<file path="src/rtl/core/aipd_pkg.sv">
// Shared constants, event codes and the result record of the IPD response parser.
package aipd_pkg;

  localparam int unsigned MAX_PAYLOAD = 2048;
  localparam int unsigned LINE_MAX    = 255;

  localparam int unsigned BYTE_W  = 8;
  localparam int unsigned LEN_W   = 12;
  localparam int unsigned OFS_W   = 4;
  localparam int unsigned CNT_W   = $clog2(LINE_MAX + 1);
  localparam int unsigned SUF_W   = 56;
  // Room for accum * 10 + 9 before saturation.
  localparam int unsigned ACC_W   = LEN_W + 4;

  localparam logic [OFS_W-1:0]  DEFAULT_OFFSET = OFS_W'(6);

  localparam logic [BYTE_W-1:0] CH_PLUS  = 8'h2B;
  localparam logic [BYTE_W-1:0] CH_COLON = 8'h3A;
  localparam logic [BYTE_W-1:0] CH_NL    = 8'h0A;
  localparam logic [BYTE_W-1:0] CH_ZERO  = 8'h30;
  localparam logic [BYTE_W-1:0] CH_NINE  = 8'h39;

  localparam logic [31:0]      OK_TEXT    = 32'h4F4B0D0A;
  localparam logic [SUF_W-1:0] ERROR_TEXT = 56'h4552524F520D0A;

  localparam logic [LEN_W-1:0] MAX_LEN  = LEN_W'(MAX_PAYLOAD);
  localparam logic [CNT_W-1:0] LINE_TOP = CNT_W'(LINE_MAX);

  typedef enum logic [1:0] {
    EV_DATA   = 2'd0,
    EV_OK     = 2'd1,
    EV_ERROR  = 2'd2,
    EV_HEADER = 2'd3
  } event_t;

  typedef struct packed {
    event_t              ev;
    logic [BYTE_W-1:0]   data;
    logic                last;
    logic [LEN_W-1:0]    len;
  } res_t;

endpackage

</file>
<file path="src/rtl/core/aipd_in_stage.sv">
// Input register that holds one received byte until the parser takes it.
module aipd_in_stage (
  input  logic                          clk,
  input  logic                          rst_n,
  input  logic                          in_valid,
  output logic                          in_ready,
  input  logic [aipd_pkg::BYTE_W-1:0]   in_rx_byte,
  input  logic                          take,
  output logic                          held_valid,
  output logic [aipd_pkg::BYTE_W-1:0]   held_byte
);

  logic                        vld_r;
  logic [aipd_pkg::BYTE_W-1:0] byte_r;

  assign in_ready   = !vld_r || take;
  assign held_valid = vld_r;
  assign held_byte  = byte_r;

  always_ff @(posedge clk) begin
    if (!rst_n) begin
      vld_r <= 1'b0;
    end else if (in_valid && in_ready) begin
      vld_r <= 1'b1;
    end else if (take) begin
      vld_r <= 1'b0;
    end
  end

  always_ff @(posedge clk) begin
    if (in_valid && in_ready) begin
      byte_r <= in_rx_byte;
    end
  end

endmodule

</file>
<file path="src/rtl/core/aipd_parse.sv">
// Line, header and payload tracking; decides the result of one byte.
module aipd_parse (
  input  logic                          clk,
  input  logic                          rst_n,
  input  logic                          cfg_wr_en,
  input  logic [aipd_pkg::OFS_W-1:0]    cfg_wr_data,
  input  logic                          step,
  input  logic [aipd_pkg::BYTE_W-1:0]   rx_byte,
  output logic                          res_valid,
  output aipd_pkg::res_t                res
);

  logic [aipd_pkg::OFS_W-1:0] offset_r;
  logic                       in_header_r,  in_header_nxt;
  logic                       in_payload_r, in_payload_nxt;
  logic [aipd_pkg::CNT_W-1:0] line_count_r, line_count_nxt;
  logic [aipd_pkg::SUF_W-1:0] suffix_r,     suffix_nxt;
  logic [aipd_pkg::LEN_W-1:0] accum_r,      accum_nxt;
  logic                       digits_done_r, digits_done_nxt;
  logic [aipd_pkg::LEN_W-1:0] remain_r,     remain_nxt;

  logic [aipd_pkg::SUF_W-1:0] shifted;
  logic [aipd_pkg::ACC_W-1:0] acc_wide;
  logic                       is_digit;
  logic                       is_last;

  assign shifted  = {suffix_r[aipd_pkg::SUF_W-9:0], rx_byte};
  assign is_digit = (rx_byte >= aipd_pkg::CH_ZERO) && (rx_byte <= aipd_pkg::CH_NINE);
  assign acc_wide = (aipd_pkg::ACC_W'(accum_r) << 3) + (aipd_pkg::ACC_W'(accum_r) << 1)
                  + aipd_pkg::ACC_W'(rx_byte[3:0]);
  assign is_last  = (remain_r <= aipd_pkg::LEN_W'(1));

  always_comb begin
    in_header_nxt   = in_header_r;
    in_payload_nxt  = in_payload_r;
    line_count_nxt  = line_count_r;
    suffix_nxt      = suffix_r;
    accum_nxt       = accum_r;
    digits_done_nxt = digits_done_r;
    remain_nxt      = remain_r;
    res_valid       = 1'b0;
    res             = '{ev: aipd_pkg::EV_DATA, data: '0, last: 1'b0, len: '0};

    if (in_payload_r) begin
      res_valid = 1'b1;
      res.data  = rx_byte;
      res.last  = is_last;
      if (is_last) begin
        remain_nxt     = '0;
        in_payload_nxt = 1'b0;
      end else begin
        remain_nxt = remain_r - aipd_pkg::LEN_W'(1);
      end
    end else if (line_count_r == '0 && rx_byte == aipd_pkg::CH_PLUS) begin
      in_header_nxt = 1'b1;
    end else if (in_header_r && rx_byte == aipd_pkg::CH_COLON) begin
      // The accumulator already saturates at the maximum length.
      res_valid       = 1'b1;
      res.ev          = aipd_pkg::EV_HEADER;
      res.len         = accum_r;
      in_header_nxt   = 1'b0;
      line_count_nxt  = '0;
      suffix_nxt      = '0;
      accum_nxt       = '0;
      digits_done_nxt = 1'b0;
      if (accum_r != '0) begin
        in_payload_nxt = 1'b1;
        remain_nxt     = accum_r;
      end
    end else begin
      suffix_nxt = shifted;
      if (line_count_r < aipd_pkg::LINE_TOP) begin
        if (aipd_pkg::CNT_W'(offset_r) <= line_count_r && !digits_done_r) begin
          if (is_digit) begin
            if (acc_wide > aipd_pkg::ACC_W'(aipd_pkg::MAX_LEN)) begin
              accum_nxt = aipd_pkg::MAX_LEN;
            end else begin
              accum_nxt = acc_wide[aipd_pkg::LEN_W-1:0];
            end
          end else begin
            digits_done_nxt = 1'b1;
          end
        end
        line_count_nxt = line_count_r + aipd_pkg::CNT_W'(1);
      end else begin
        digits_done_nxt = 1'b1;
      end

      if (rx_byte == aipd_pkg::CH_NL) begin
        line_count_nxt  = '0;
        suffix_nxt      = '0;
        accum_nxt       = '0;
        digits_done_nxt = 1'b0;
        in_header_nxt   = 1'b0;
        // ERROR wins when both texts match the end of the line.
        if (shifted == aipd_pkg::ERROR_TEXT) begin
          res_valid = 1'b1;
          res.ev    = aipd_pkg::EV_ERROR;
        end else if (shifted[31:0] == aipd_pkg::OK_TEXT) begin
          res_valid = 1'b1;
          res.ev    = aipd_pkg::EV_OK;
        end
      end
    end
  end

  always_ff @(posedge clk) begin
    if (!rst_n) begin
      offset_r      <= aipd_pkg::DEFAULT_OFFSET;
      in_header_r   <= 1'b0;
      in_payload_r  <= 1'b0;
      line_count_r  <= '0;
      suffix_r      <= '0;
      accum_r       <= '0;
      digits_done_r <= 1'b0;
      remain_r      <= '0;
    end else begin
      if (cfg_wr_en) begin
        offset_r <= cfg_wr_data;
      end
      if (step) begin
        in_header_r   <= in_header_nxt;
        in_payload_r  <= in_payload_nxt;
        line_count_r  <= line_count_nxt;
        suffix_r      <= suffix_nxt;
        accum_r       <= accum_nxt;
        digits_done_r <= digits_done_nxt;
        remain_r      <= remain_nxt;
      end
    end
  end

endmodule

</file>
<file path="src/rtl/core/aipd_out_stage.sv">
// Result register that holds one result until the consumer takes it.
module aipd_out_stage (
  input  logic                          clk,
  input  logic                          rst_n,
  input  logic                          load,
  input  logic                          res_valid,
  input  aipd_pkg::res_t                res,
  output logic                          busy,
  output logic                          out_valid,
  input  logic                          out_ready,
  output logic [1:0]                    out_event_res,
  output logic [aipd_pkg::BYTE_W-1:0]   out_data_byte,
  output logic                          out_is_last,
  output logic [aipd_pkg::LEN_W-1:0]    out_payload_length
);

  logic           vld_r;
  aipd_pkg::res_t res_r;

  assign busy               = vld_r && !out_ready;
  assign out_valid          = vld_r;
  assign out_event_res      = res_r.ev;
  assign out_data_byte      = res_r.data;
  assign out_is_last        = res_r.last;
  assign out_payload_length = res_r.len;

  always_ff @(posedge clk) begin
    if (!rst_n) begin
      vld_r <= 1'b0;
    end else if (load) begin
      vld_r <= res_valid;
    end else if (out_ready) begin
      vld_r <= 1'b0;
    end
  end

  always_ff @(posedge clk) begin
    if (load && res_valid) begin
      res_r <= res;
    end
  end

endmodule

</file>
<file path="src/rtl/core/at_response_ipd_parser.sv">
// Top level of the modem response parser for IPD data headers.
//
//   channel  direction  request fields
//   in_      input      rx_byte (8)
//   out_     output     event_res (2), data_byte (8), is_last (1), payload_length (12)
//   cfg_     input      length_offset (4), write only, no handshake
//
// One byte per cycle is sustained while out_ready is high; an accepted byte
// is parsed from the input register once the result register can take its result.
// The single parse step between the input and result registers sets the rate.
// Reset is synchronous and active low and clears all parser state; the offset
// returns to 6. A stalled result holds the parser and then the input register.
module at_response_ipd_parser (
  input  logic                          clk,
  input  logic                          rst_n,
  input  logic                          in_valid,
  output logic                          in_ready,
  input  logic [aipd_pkg::BYTE_W-1:0]   in_rx_byte,
  output logic                          out_valid,
  input  logic                          out_ready,
  output logic [1:0]                    out_event_res,
  output logic [aipd_pkg::BYTE_W-1:0]   out_data_byte,
  output logic                          out_is_last,
  output logic [aipd_pkg::LEN_W-1:0]    out_payload_length,
  input  logic                          cfg_wr_en,
  input  logic [aipd_pkg::OFS_W-1:0]    cfg_wr_data
);

  logic                        held_valid;
  logic [aipd_pkg::BYTE_W-1:0] held_byte;
  logic                        step;
  logic                        out_busy;
  logic                        res_valid;
  aipd_pkg::res_t              res;

  assign step = held_valid && !out_busy;

  aipd_in_stage u_in (
    .clk        (clk),
    .rst_n      (rst_n),
    .in_valid   (in_valid),
    .in_ready   (in_ready),
    .in_rx_byte (in_rx_byte),
    .take       (step),
    .held_valid (held_valid),
    .held_byte  (held_byte)
  );

  aipd_parse u_parse (
    .clk         (clk),
    .rst_n       (rst_n),
    .cfg_wr_en   (cfg_wr_en),
    .cfg_wr_data (cfg_wr_data),
    .step        (step),
    .rx_byte     (held_byte),
    .res_valid   (res_valid),
    .res         (res)
  );

  aipd_out_stage u_out (
    .clk                (clk),
    .rst_n              (rst_n),
    .load               (step),
    .res_valid          (res_valid),
    .res                (res),
    .busy               (out_busy),
    .out_valid          (out_valid),
    .out_ready          (out_ready),
    .out_event_res      (out_event_res),
    .out_data_byte      (out_data_byte),
    .out_is_last        (out_is_last),
    .out_payload_length (out_payload_length)
  );

endmodule

</file>
<file path="config.mk">
export PLATFORM = sky130hd
export DESIGN_NAME = at_response_ipd_parser
export DESIGN_NICKNAME = d
export VERILOG_FILES = /design/src/rtl/core/aipd_pkg.sv /design/src/rtl/core/aipd_in_stage.sv /design/src/rtl/core/aipd_parse.sv /design/src/rtl/core/aipd_out_stage.sv /design/src/rtl/core/at_response_ipd_parser.sv
export SDC_FILE = /design/constraint.sdc
export NUM_CORES = 1
export LEC_CHECK = 0
export BUFFER_PORTS_ARGS = -buffer_cell sky130_fd_sc_hd__buf_2
export CAP_MARGIN = 20
export CORE_MARGIN = 4
export CORE_UTILIZATION = 55
export CTS_CLUSTER_SIZE = 24
export DETAILED_ROUTE_END_ITERATION = 8
export PLACE_DENSITY = 0.77
export SYNTH_ARGS = -nofsm -noshare
export SYNTH_HDL_FRONTEND = slang
export SYNTH_HIERARCHICAL = 1
export SYNTH_SLANG_ARGS = --single-unit
</file>
<file path="constraint.sdc">
create_clock -name clk -period 4.2 [get_ports clk]
set_input_delay 0.42 -clock clk [delete_from_list [all_inputs] [get_ports clk]]
set_output_delay 0.42 -clock clk [all_outputs]
set_load 0.01 [all_outputs]
</file>
After elaboration in Yosys (flattened, before gate mapping):

Index checks and enable logic that the tools add are counted.
Widths: inputs -> output; s select.

* bitwise operators: 3
* $lt $le $gt $ge: 6
* add/subtract/negate cells: 4
* multiplexer cells: 43
* eq/ne operators: 8
* reduce and logical (&&, ||, !) cells: 31

Operator list (count)
* $mux 12: 11
* $mux 48: 2
* $eq 56x55->1 const B: 1
* $eq 32x31->1 const B: 1
* $mux 1: 24
* $mux 8: 3
* $add 15x13->16: 1
* $add 16x4->16: 1
* $eq 8x6->1 const B: 2
* $gt 16x12->1 const B: 1
* $le 12x1->1 const B: 1
* $reduce_bool 12->1: 1
* $reduce_bool 3->1: 4
* $sub 12x1->12 const B: 1
* $add 8x1->8 const B: 1
* $eq 8x4->1 const B: 1
* $ge 8x6->1 const B: 1
* $le 4x8->1: 1
* $le 8x6->1 const B: 1
* $logic_and 1x1->1: 8
* $logic_not 8->1: 1
* $lt 8x8->1 const B: 1
* $reduce_and 4->1: 2
* $reduce_bool 2->1: 4
* other kinds (12): 20

* register bits after elaboration: 120
* input port bits: 17
* output and inout port bits: 25

Depth between registers and ports, before layout:

Gate-level depths: netlist of the first run.

* depth in word-level cells: 9
* depth in mapped cells: 12

By module:

The synthesis of the first run kept the hierarchy.

By module, submodules not included
* aipd_parse: seq. area each 1741.7 um2, times used 1, area each 5124.9 um2, cells an instance 634
* aipd_out_stage: seq. area each 710.7 um2, times used 1, area each 742.0 um2, cells an instance 28
* aipd_in_stage: seq. area each 260.2 um2, times used 1, area each 297.8 um2, cells an instance 13
* at_response_ipd_parser: seq. area each 0.0 um2, times used 1, area each 13.8 um2, cells an instance 1

Worst setup path before layout of the first run:

No wires, ideal clock.

* path type: reg2reg
* from: register u_in.byte_r (netlist bit u_in/held_byte[3])
* to: register u_parse/accum_r[5] (netlist name)
* path slack: 1.084 ns
* clock period less this slack: 3.116 ns
* data required time: 4.133 ns
* stages on the path, launching flop included: 11
* arrival time: 3.049 ns
* cells stage by stage: edfxtp_1 > inv_1 > fa_1 > fa_1 > nand2b_1 > a21bo_2 > a21oi_1 > xor2_1 > o41ai_4 > or3b_1 > o21ai_2

* longest elaborated chain between the ends: 8

RTL lines
* start: declaration: RTL line aipd_in_stage.sv:14 `logic [aipd_pkg::BYTE_W-1:0] byte_r;`
* start signal: assignment: RTL line aipd_in_stage.sv:32 `byte_r <= in_rx_byte;`
* $add 16x4->16: RTL line aipd_parse.sv:30 `+ aipd_pkg::ACC_W'(rx_byte[3:0]);`
* $gt 16x12->1: RTL line aipd_parse.sv:75 `if (acc_wide > aipd_pkg::ACC_W'(aipd_pkg::MAX_LEN)) begin`
* $mux 12: RTL line aipd_parse.sv:75
* $mux 12: RTL line aipd_parse.sv:74 `if (is_digit) begin`
* $mux 12: RTL line aipd_parse.sv:73 `if (aipd_pkg::CNT_W'(offset_r) <= line_count_r && !digits_done_r) begin`
* $mux 12: RTL line aipd_parse.sv:72 `if (line_count_r < aipd_pkg::LINE_TOP) begin`
* $mux 12: RTL line aipd_parse.sv:89 `if (rx_byte == aipd_pkg::CH_NL) begin`
* $mux 12: RTL line aipd_parse.sv:56 `end else if (in_header_r && rx_byte == aipd_pkg::CH_COLON) begin`
* end signal: assignment: RTL line aipd_parse.sv:126 `accum_r <= accum_nxt;`
* end: declaration: RTL line aipd_parse.sv:18 `logic [aipd_pkg::LEN_W-1:0] accum_r, accum_nxt;`

Several ways; a longest one is shown, not always the timed one. The select of a mux whose other input is x is not followed.
A chain may end at the register's enable or synchronous reset.

Final worst setup path of the first run:

Same ends and word-level chain as after synthesis.

==> impl_metrics.toml, run 1 <==
[clock_tree]
tritoncts.num_buffers = 17
cts_max_path_buffers = 2
clock_latency_ns = 0.41
ctsHoldBuffers = 0
htreeDepth = 4
cts_setup_buffers = 0
cts.sinks = 120
path_clk_slew_ns = 0.06
cts_tree = "built"
cts-resized-gates = 0
root_buffer = "clkbuf_16"

[grt]
grt_pass1_wl_um = 24000
grt_max_degree = 73
grt_overflow = 0
antenna_found_initial = 0
grt_use_total_pct = 23.1
grt_pass1_vias = 4987

[synth]
syn_avg_cell_area_um2 = 9.14
yosys_warnings = 6
synth_area_um2 = 6180
synthFlopType = "dfxtp_1"
synth-edff-count = 31
syn_inst = 676
ys_types = 69
yosysSeqAreaShare_pct = 43.9
synth.ff_latch_count = 120
ys_async_sr_fraction_pct = 0
synth_fp_nets = 726

[pwr]
p_sw_share_pct = 22.5
combPwrFrac_pct = 4.1
seq_power_share_pct = 44.8
peakVddDrop_mv = 0.234
p_int_mw = 2.11
p_per_area_nw_per_um2 = 385
p_leak_nw = 2.69
p_switching_uw = 611
p_clk_share_pct = 51.1

[run]
max_cap_viol_count = 0

[floorplanning]
die-area_um2 = 13000
die_h_um = 114
rows = 38
core_um2 = 10900
die_w_um = 114
pin_count = 42
start_util_pct = 56.5

[place]
gp_congestion = 0.959
dp_hpwl_um = 9990
dp_cells = 829
io_buffers = 41

[worst_hold_path]
hold_class = "input pin to register"

[timing]
finClkSkew_ns = 0.00734
slew-limit-headroom_pct = 47.0
fin_crit_ns = 3.53
maxSlewViolCount = 0
rsz0062_at_grt = "no"
final_hold_viol_count = 0
fin_crit_sh_pct = 84.1
tightest_slew_ns = 0.791
setup_viol = 0
fmax_mhz = 283
setup_tns_ns = 0

[worst_setup_path]
critPathLaunch = "u_in/held_byte[3]"
reg2regPathDepth = 11
crit_type = "register to register"
critPathMaxFanout = 8
r2r_start = "u_in/held_byte[3]"
cp.required_ns = 4.55
critPathCapture = "u_parse/accum_r[5]"
arrival_ns = 3.88
startpoint_type = "register"
r2r-end = "u_parse/accum_r[5]"
end_kind = "register"
r2r_setup_slack_ns = 0.67

[finish]
final_cell_mix = "nand2_1 (92), dfxtp_1 (89), a21boi_0 (52), nand3_1 (48), buf_2 (41)"
layout.nets = 758
antenna_cells = 0
fin_util_pct = 64.6
syn_to_final_growth_pct = 14.3
drive_above_1_share_pct = 14.8
instances_no_fill = 861
final_common_cell = "nand2_1"

[drt]
wl_per_cell_um = 16.6
drc = 0
drtIter0Drc = 361
postRouteAntennaNets = 0
vias_per_cell = 5.97
routed_wl_um = 14300
firstDrtPassIters = 5
vias = 5136

[outcome]
outcome = "complete, no violations"
## metrics by stage
stage | cell area [um^2] | hold WS, ns | power (mW) | setup WS (ns)
after floorplan | 6180 | 0.436 | 1.32 | 1.08
after global placement | 6480 | 0.444 | 1.35 | 0.921
after detailed placement | 6480 | 0.458 | 1.35 | 0.802
after CTS | 7060 | 0.169 | 2.74 | 0.773
after global routing | 7060 | 0.161 | 2.82 | 0.369
final | 7060 | 0.183 | 2.72 | 0.668
## worst min path at each step
| stage | from | end | slack (ns) | depth (start not counted) |
|---|---|---|---|---|
| 2_1_floorplan | u_parse/suffix_r[40] | u_parse/suffix_r[40] | 0.44 | 2 |
| 3_3_place_gp | u_parse/suffix_r[42] | u_parse/suffix_r[42] | 0.44 | 2 |
| 3_5_place_dp | u_parse/suffix_r[40] | u_parse/suffix_r[40] | 0.46 | 2 |
| 4_1_cts | in_rx_byte[4] | u_in/held_byte[4] | 0.17 | 1 |
| 5_1_grt | in_rx_byte[4] | u_in/held_byte[4] | 0.16 | 1 |
| 6_report | in_rx_byte[4] | u_in/held_byte[4] | 0.18 | 1 |
## power by group through the flow
stage	Clock, mW	Sequential (mW)	Combinational, mW
floorplan	0	1.23	0.0816
global placement	0	1.24	0.108
detailed placement	0	1.24	0.112
CTS	1.41	1.22	0.113
global route	1.48	1.22	0.125
finish	1.39	1.22	0.113
## critical path, stage by stage, from the launching register on
cell and delay, ns:
edfxtp_1 0.42, inv_1 0.09, fa_1 0.61, inv_1 0.06, ha_1 0.31, a211oi_1 0.47, o21bai_1 0.15, a21oi_1 0.21
xnor2_1 0.15, o41ai_4 0.48, or3b_1 0.41, o21ai_2 0.11
## logic make-up (layout without fill, tap and decap cells)
| family | count (synthesis) | after routing | synth area share (%) |
|---|---|---|---|
| buffers and inverters | 61 | 106 | 3.91 |
| multiplexers | 5 | 5 | 0.830 |
| flip-flops | 120 | 120 | 43.9 |
| adder cells (fa/ha/maj) | 33 | 33 | 6.93 |
| XOR/XNOR | 15 | 15 | 2.13 |
| AND/OR/NAND/NOR | 282 | 282 | 23.6 |
| AO/OA/AOI/OAI | 160 | 160 | 18.8 |
## synthesized netlist by cell type (2+ instances only)
master / number / area share, %
a2111oi_0: 2 / 0.28
a211oi_1: 3 / 0.36
a21boi_0: 52 / 6.3
a21oi_1: 23 / 1.9
a22oi_1: 4 / 0.49
a31oi_1: 4 / 0.40
and2_1: 18 / 1.8
and2_4: 2 / 0.28
and3_1: 6 / 0.61
buf_1: 4 / 0.24
buf_2: 4 / 0.32
clkbuf_1: 26 / 1.6
dfxtp_1: 89 / 29
edfxtp_1: 31 / 15
fa_1: 2 / 0.65
ha_1: 31 / 6.3
inv_1: 26 / 1.6
mux2i_1: 4 / 0.65
nand2_1: 92 / 5.6
nand2b_1: 2 / 0.20
nand3_1: 48 / 3.9
nand3b_1: 4 / 0.49
nand4_1: 12 / 1.2
nor2_1: 30 / 1.8
nor2b_1: 11 / 1.1
nor3_1: 21 / 1.7
nor3b_1: 3 / 0.36
nor4_1: 6 / 0.61
nor4b_1: 6 / 0.85
nor4bb_1: 4 / 0.65
o211a_1: 3 / 0.49
o21a_1: 7 / 0.85
o21ai_0: 27 / 2.2
o21ai_1: 2 / 0.16
o21ai_2: 10 / 1.4
o221ai_1: 4 / 0.57
o32ai_1: 4 / 0.57
or2b_1: 2 / 0.24
or3_1: 3 / 0.30
or3b_1: 2 / 0.28
xnor2_1: 11 / 1.6
xor2_1: 4 / 0.57
## sequential cells by signal (all words and copies together) (netlist names)
name / cells
u_parse/suffix_r: 48
u_out/out_payload_length: 12
u_parse/accum_r: 12
u_parse/remain_r: 12
u_in/held_byte: 8
u_out/out_data_byte: 8
u_parse/line_count_r: 8
u_parse/offset_r: 4
u_out/out_event_res: 2
u_in/held_valid: 1
u_out/out_is_last: 1
u_out/out_valid: 1
u_parse/digits_done_r: 1
u_parse/in_header_r: 1
u_parse/in_payload_r: 1
## routing by layer
| layer | part of all wire, % | GRT usage (%) | vias up |
|---|---|---|---|
| li1 | - | - | 2494 |
| met1 | 45 | 30.4 | 2468 |
| met2 | 48 | 37.2 | 151 |
| met3 | 6.0 | 5.36 | 23 |
| met4 | 1.7 | 8.87 | 0 |
| met5 | 0 | 0 | - |
## layout make-up
class | instances | area, um^2
clock inverter | 13 | 115
tap | 140 | 175
inverter | 26 | 97.6
multi-input combinational | 495 | 3240
sequential | 120 | 2710
clock buffer | 19 | 464
fill | 915 | 3870
timing repair buffer | 48 | 258
No activity file was read; power rests on OpenSTA's default activity.
==> run 2: changes to the inputs <==
--- a/config.mk
+++ b/config.mk
@@ -11,7 +11,7 @@
 export CORE_UTILIZATION = 55
 export CTS_CLUSTER_SIZE = 24
 export DETAILED_ROUTE_END_ITERATION = 8
-export PLACE_DENSITY = 0.77
+export PLACE_DENSITY = 0.79
 export SYNTH_ARGS = -nofsm -noshare
 export SYNTH_HDL_FRONTEND = slang
 export SYNTH_HIERARCHICAL = 1
==> constraint.sdc (replaced) <==
create_clock -name clk -period 2.9 [get_ports clk]
set_input_delay 0.29 -clock clk [delete_from_list [all_inputs] [get_ports clk]]
set_output_delay 0.29 -clock clk [all_outputs]
set_load 0.01 [all_outputs]
==> impl_metrics.toml, run 2 (same netlist as run 1, synthesis figures left out) <==
[drt]
vias_per_cell = 5.95
drtIter0Drc = 436
postRouteAntennaNets = 0
vias = 5393
firstDrtPassIters = 5
drc = 0
wl_per_cell_um = 17.2
routed_wl_um = 15600

[outcome]
violations = "setup timing"
outcome = "complete, but fails checks"

[timing]
fmax_mhz = 322
maxSlewViolCount = 0
slew-limit-headroom_pct = 48.8
fin_crit_ns = 3.10
finClkSkew_ns = 0.0161
final_hold_viol_count = 0
setup_tns_ns = -1.73
tightest_slew_ns = 0.760
rsz0062_at_grt = "yes"
finalWorstSetupSlack_ns = -0.204
setup_viol = 11
fin_crit_sh_pct = 107

[floorplanning]
die_w_um = 114
die-area_um2 = 13000
die_h_um = 114
core_um2 = 10900
pin_count = 42
start_util_pct = 56.5
rows = 38

[grt]
grt_pass1_vias = 5217
grt_overflow = 0
antenna_found_initial = 0
grt_pass1_wl_um = 25800
grt_max_degree = 73
grt_use_total_pct = 25.0

[finish]
largest_reg_flops = 48
fillers = 831
drive_above_1_share_pct = 22.3
top_register = "u_parse/suffix_r"
final_cell_mix = "nand2_1 (92), dfxtp_1 (89), a21boi_0 (52), buf_4 (50), nand3_1 (48)"
fin_util_pct = 68.8
syn_to_final_growth_pct = 21.7
final_common_cell = "nand2_1"
layout.nets = 804
antenna_cells = 0

[clock_tree]
tritoncts.num_buffers = 17
root_buffer = "clkbuf_16"
cts.sinks = 120
cts_max_path_buffers = 2
path_clk_slew_ns = 0.06
ctsHoldBuffers = 0
cts_tree = "built"
htreeDepth = 4
clock_latency_ns = 0.42

[place]
io_buffers = 41
gp_congestion = 0.919
pre_cts_ws_ns = -0.213
dp_hpwl_um = 10300

[worst_setup_path]
crit_top_cell = "fa_2"
critPathLaunch = "u_in/held_byte[3]"
cp.required_ns = 3.25
end_kind = "register"
crit_type = "register to register"
r2r_start = "u_in/held_byte[3]"
max_stage_delay_ns = 0.55
crit_chain = "inv_2 > fa_2 > fa_2 > nand2b_1 > nor4_2 > o21a_1 > o211ai_1 > o41ai_4 > or3b_1 > o21ai_2"
arrival_ns = 3.46
startpoint_type = "register"
cp_slowest_cell = "fa_2"
critPathMaxFanout = 4

[pwr]
p_leak_nw = 2.96
p_per_area_nw_per_um2 = 522
peakVddDrop_mv = 0.466

[worst_hold_path]
hp-start = "in_rx_byte[5]"
hold_class = "input pin to register"

[run]
max_cap_viol_count = 0
[run 2: cell types whose count changed in the layout (fill, tap and decap cells not counted), moves of 3 or more]
cell,previous run,this run
buf_4,7,50
xnor2_2,0,3
o21ai_0,26,23
clkbuf_1,0,3
xnor2_1,11,8
buf_6,0,3
[run 2: what timing repair did]
action,CTS,global route
cloned,1,0
pin swaps,20,9
gates resized for setup,17,9
endpoints found under the setup margin,11,38
setup buffers,8,1
[run 2: critical path, delay by kind of cell (launching register included)]
kind                     cells  cell delay, ns
AO/OA/AOI/OAI                4            0.75
adder cells (fa/ha/maj)      2            1.00
buffers and inverters        1            0.09
flip-flops                   1            0.43
AND/OR/NAND/NOR              3            0.77
[run 2: per-layer routing]
layer | up-vias | wire length (um) | track usage (%)
met5 | - | 0 | 0
met4 | 0 | 575 | 11.7
met1 | 2569 | 6730 | 32.0
met2 | 201 | 7290 | 40.0
met3 | 37 | 989 | 5.78
li1 | 2586 | - | -
[run 2: final timing paths]
check | endpoint | depth (start not counted) | slack [ns]
setup / recovery | u_parse/accum_r[5] | 10 | -0.20
hold / removal | u_in/held_byte[5] | 1 | 0.04
setup reg to reg | u_parse/accum_r[5] | 10 | -0.20
hold reg to reg | u_parse/suffix_r[42] | 2 | 0.46
[run 2: metrics by stage]
| step | cell area (um^2) | total power [mW] | instances | hold slack [ns] |
|---|---|---|---|---|
| final | 7520 | 3.93 | 907 | 0.0422 |
| after global routing | 7520 | 4.05 | 907 | 0.0327 |
| after CTS | 7470 | 3.94 | 906 | 0.0315 |
| after detailed placement | 6770 | 1.97 | 865 | 0.457 |
| after global placement | 6770 | 1.96 | 865 | 0.445 |
| after floorplan | 6200 | 1.91 | 676 | 0.389 |
[run 2: layout make-up]
type,instances,area (um^2),area share (%)
Clock inverter,11,95.1,1.26
Inverter,26,97.6,1.30
Multi-Input combinational cell,495,3360,44.7
Sequential cell,120,2710,36.1
Clock buffer,21,462,6.14
Timing Repair Buffer,94,614,8.17
Tap cell,140,175,2.33
[run 2: report_power, final]
group | internal (mW) | switching, mW
combinational | 0.0720 | 0.111
sequential | 1.74 | 0.0224
clock | 1.22 | 0.759
total | 3.03 | 0.892
==> run 3: changes to the inputs <==
--- a/config.mk
+++ b/config.mk
@@ -14,5 +14,4 @@
 export PLACE_DENSITY = 0.79
 export SYNTH_ARGS = -nofsm -noshare
 export SYNTH_HDL_FRONTEND = slang
-export SYNTH_HIERARCHICAL = 1
 export SYNTH_SLANG_ARGS = --single-unit
==> impl_metrics.toml, run 3 <==
[timing]
finClkSkew_ns = 0.00815
final_hold_viol_count = 0
finalWorstSetupSlack_ns = -0.0812
setup_viol = 9
setup_tns_ns = -0.497
fin_crit_sh_pct = 103
hold_ws_ns = 0.0562
fmax_mhz = 335
tightest_slew_ns = 0.692
slew-limit-headroom_pct = 53.5
fin_crit_ns = 2.98
rsz0062_at_grt = "yes"
maxSlewViolCount = 0

[worst_setup_path]
critPathBufInv = 4
crit_top_cell = "o21ai_2"
max_stage_delay_ns = 0.59
startpoint_type = "register"
crit_chain = "inv_2 > fa_1 > inv_1 > ha_1 > a21o_1 > and4_4 > o21ai_2 > and4b_1 > nor4_4 > buf_4 > o2111ai_4 > buf_12 > o21ai_2"
critPathMaxFanout = 7
crit_type = "register to register"
cp.required_ns = 3.24
cp_slowest_cell = "fa_1"
arrival_ns = 3.32
path_delay_family = "adder cells"
end_kind = "register"

[clock_tree]
cts.sinks = 120
path_clk_slew_ns = 0.05
root_buffer = "clkbuf_16"
htreeDepth = 4
cts_tree = "built"
tritoncts.num_buffers = 17
cts_max_path_buffers = 2
clock_latency_ns = 0.42

[synth]
ys_types = 70
synth-edff-count = 31
ys_async_sr_fraction_pct = 0
synth_top_area_share_pct = 28.4
synth_area_um2 = 6270
yosys_warnings = 0
syn_inst = 689
synth.ff_latch_count = 120
ys_top_cells_by_count = "nand2_1 (90), dfxtp_1 (89), nand3_1 (53)"
synth_fp_nets = 739
yosysTopAreaCell = "dfxtp_1"
syn_avg_cell_area_um2 = 9.10
synthMostInstantiatedCell = "nand2_1"
synthFlopType = "dfxtp_1"
yosysSeqAreaShare_pct = 43.3
synth_area_leaders = "dfxtp_1 (28%), edfxtp_1 (15%), ha_1 (6.2%)"

[grt]
grt_overflow = 0
grt_use_total_pct = 24.2
antenna_found_initial = 0
grt_pass1_vias = 5256
grt_max_degree = 71
grt_pass1_wl_um = 25400

[drt]
drc = 0
wl_per_cell_um = 17.2
firstDrtPassIters = 6
drtIter0Drc = 588
postRouteAntennaNets = 0
vias_per_cell = 6.06
routed_wl_um = 15600
vias = 5512

[floorplanning]
rows = 38
die_h_um = 115
core_um2 = 11000
die-area_um2 = 13200
die_w_um = 115
pin_count = 42
start_util_pct = 57.1

[finish]
top_register = "u_parse.suffix_r"
layout.nets = 807
antenna_cells = 0
fin_util_pct = 69.5
instances_no_fill = 910
fillers = 798
syn_to_final_growth_pct = 21.8
final_common_cell = "nand2_1"
drive_above_1_share_pct = 21.7
largest_reg_flops = 48
final_cell_mix = "nand2_1 (90), dfxtp_1 (87), nand3_1 (52), a21boi_0 (50), buf_4 (46)"

[pwr]
p_leak_nw = 2.98
p_per_area_nw_per_um2 = 535
peakVddDrop_mv = 0.541

[worst_hold_path]
hold_class = "input pin to register"

[outcome]
violations = "setup timing"
outcome = "complete, but fails checks"

[place]
pre_cts_ws_ns = -0.196
gp_congestion = 0.900
io_buffers = 41
dp_hpwl_um = 10600
dp_cells = 870

[run]
max_cap_viol_count = 0
## run 3: changes by cell type after synthesis, moves of 3 or more
cell       previous run  this run
o21ai_0              27        23
xnor2_1              11         6
nor2b_1              11        17
o2111ai_1             0         5
nand2b_1              2         6
a21boi_1              0         4
and2_1               18        10
nand3_1              48        53
o21ai_2              10         7
o211ai_1              1         4
nor2_1               30        24
o31ai_1               1         4
nor3_1               21        24
## run 3: power by group
part	internal [mW]	leakage, nW	switching [mW]
registers	1.74	1.03	0.0230
logic	0.0722	1.64	0.101
clock network	1.42	0.308	0.730
total	3.23	2.98	0.854
## run 3: layout make-up
| cell class | instances | area [um^2] | area share [%] |
|---|---|---|---|
| tap | 140 | 175 | 2.29 |
| multi-input combinational | 502 | 3440 | 45.0 |
| inverter | 27 | 101 | 1.33 |
| clock buffer | 28 | 569 | 7.46 |
| clock inverter | 4 | 47.5 | 0.623 |
| sequential | 120 | 2720 | 35.6 |
| timing repair buffer | 89 | 591 | 7.73 |
## run 3: timing repair
action                                  in CTS  in global routing
endpoints found under the hold margin        0                  0
hold buffers                                 0                  0
endpoints found under the setup margin      12                 12
resized for setup                           13                 15
buffers inserted                             5                  3
pin swaps                                   12                  9
## run 3: metrics by stage
stage               cell area (um^2)  power, mW
finish                          7640       4.08
detailed placement              6850       1.95
global route                    7640       4.21
global placement                6850       1.95
CTS                             7550       4.10
floorplan                       6310       1.90
## run 3: worst reg2reg max path, delay by kind of cell (launching register included)
| kind | cells | cell delay, ns |
|---|---|---|
| compound gates | 4 | 0.46 |
| simple gates | 3 | 0.80 |
| fa+ha+maj | 2 | 0.87 |
| flops | 1 | 0.33 |
| buf+inv | 4 | 0.47 |
## run 3: routing by layer
metal	track usage, %	wire, um	vias up
met2	38.3	7260	240
met5	0	0	-
met4	9.78	279	0
li1	-	-	2642
met1	32.6	6930	2600
met3	4.95	1160	30
## run 3: final timing paths
kind | start | cells after the start | slack, ns | endpoint
max reg2reg | u_parse.accum_r[0] | 13 | -0.08 | u_parse.accum_r[2]
min reg2reg | u_parse.suffix_r[40] | 2 | 0.45 | u_parse.suffix_r[40]
min | in_rx_byte[6] | 1 | 0.06 | u_in.held_byte[6]
max | u_parse.accum_r[0] | 13 | -0.08 | u_parse.accum_r[2]
## run 3: logic make-up after synthesis
group / Yosys count / share of synthesized area, %
adders and majority gates: 33 / 6.83
AOI/OAI and AO/OA: 168 / 19.4
and+or+nand+nor: 286 / 24.0
xor gates and xnor gates: 11 / 1.54
DFF: 120 / 43.3
muxes: 4 / 0.639
buffers and inverters: 67 / 4.31
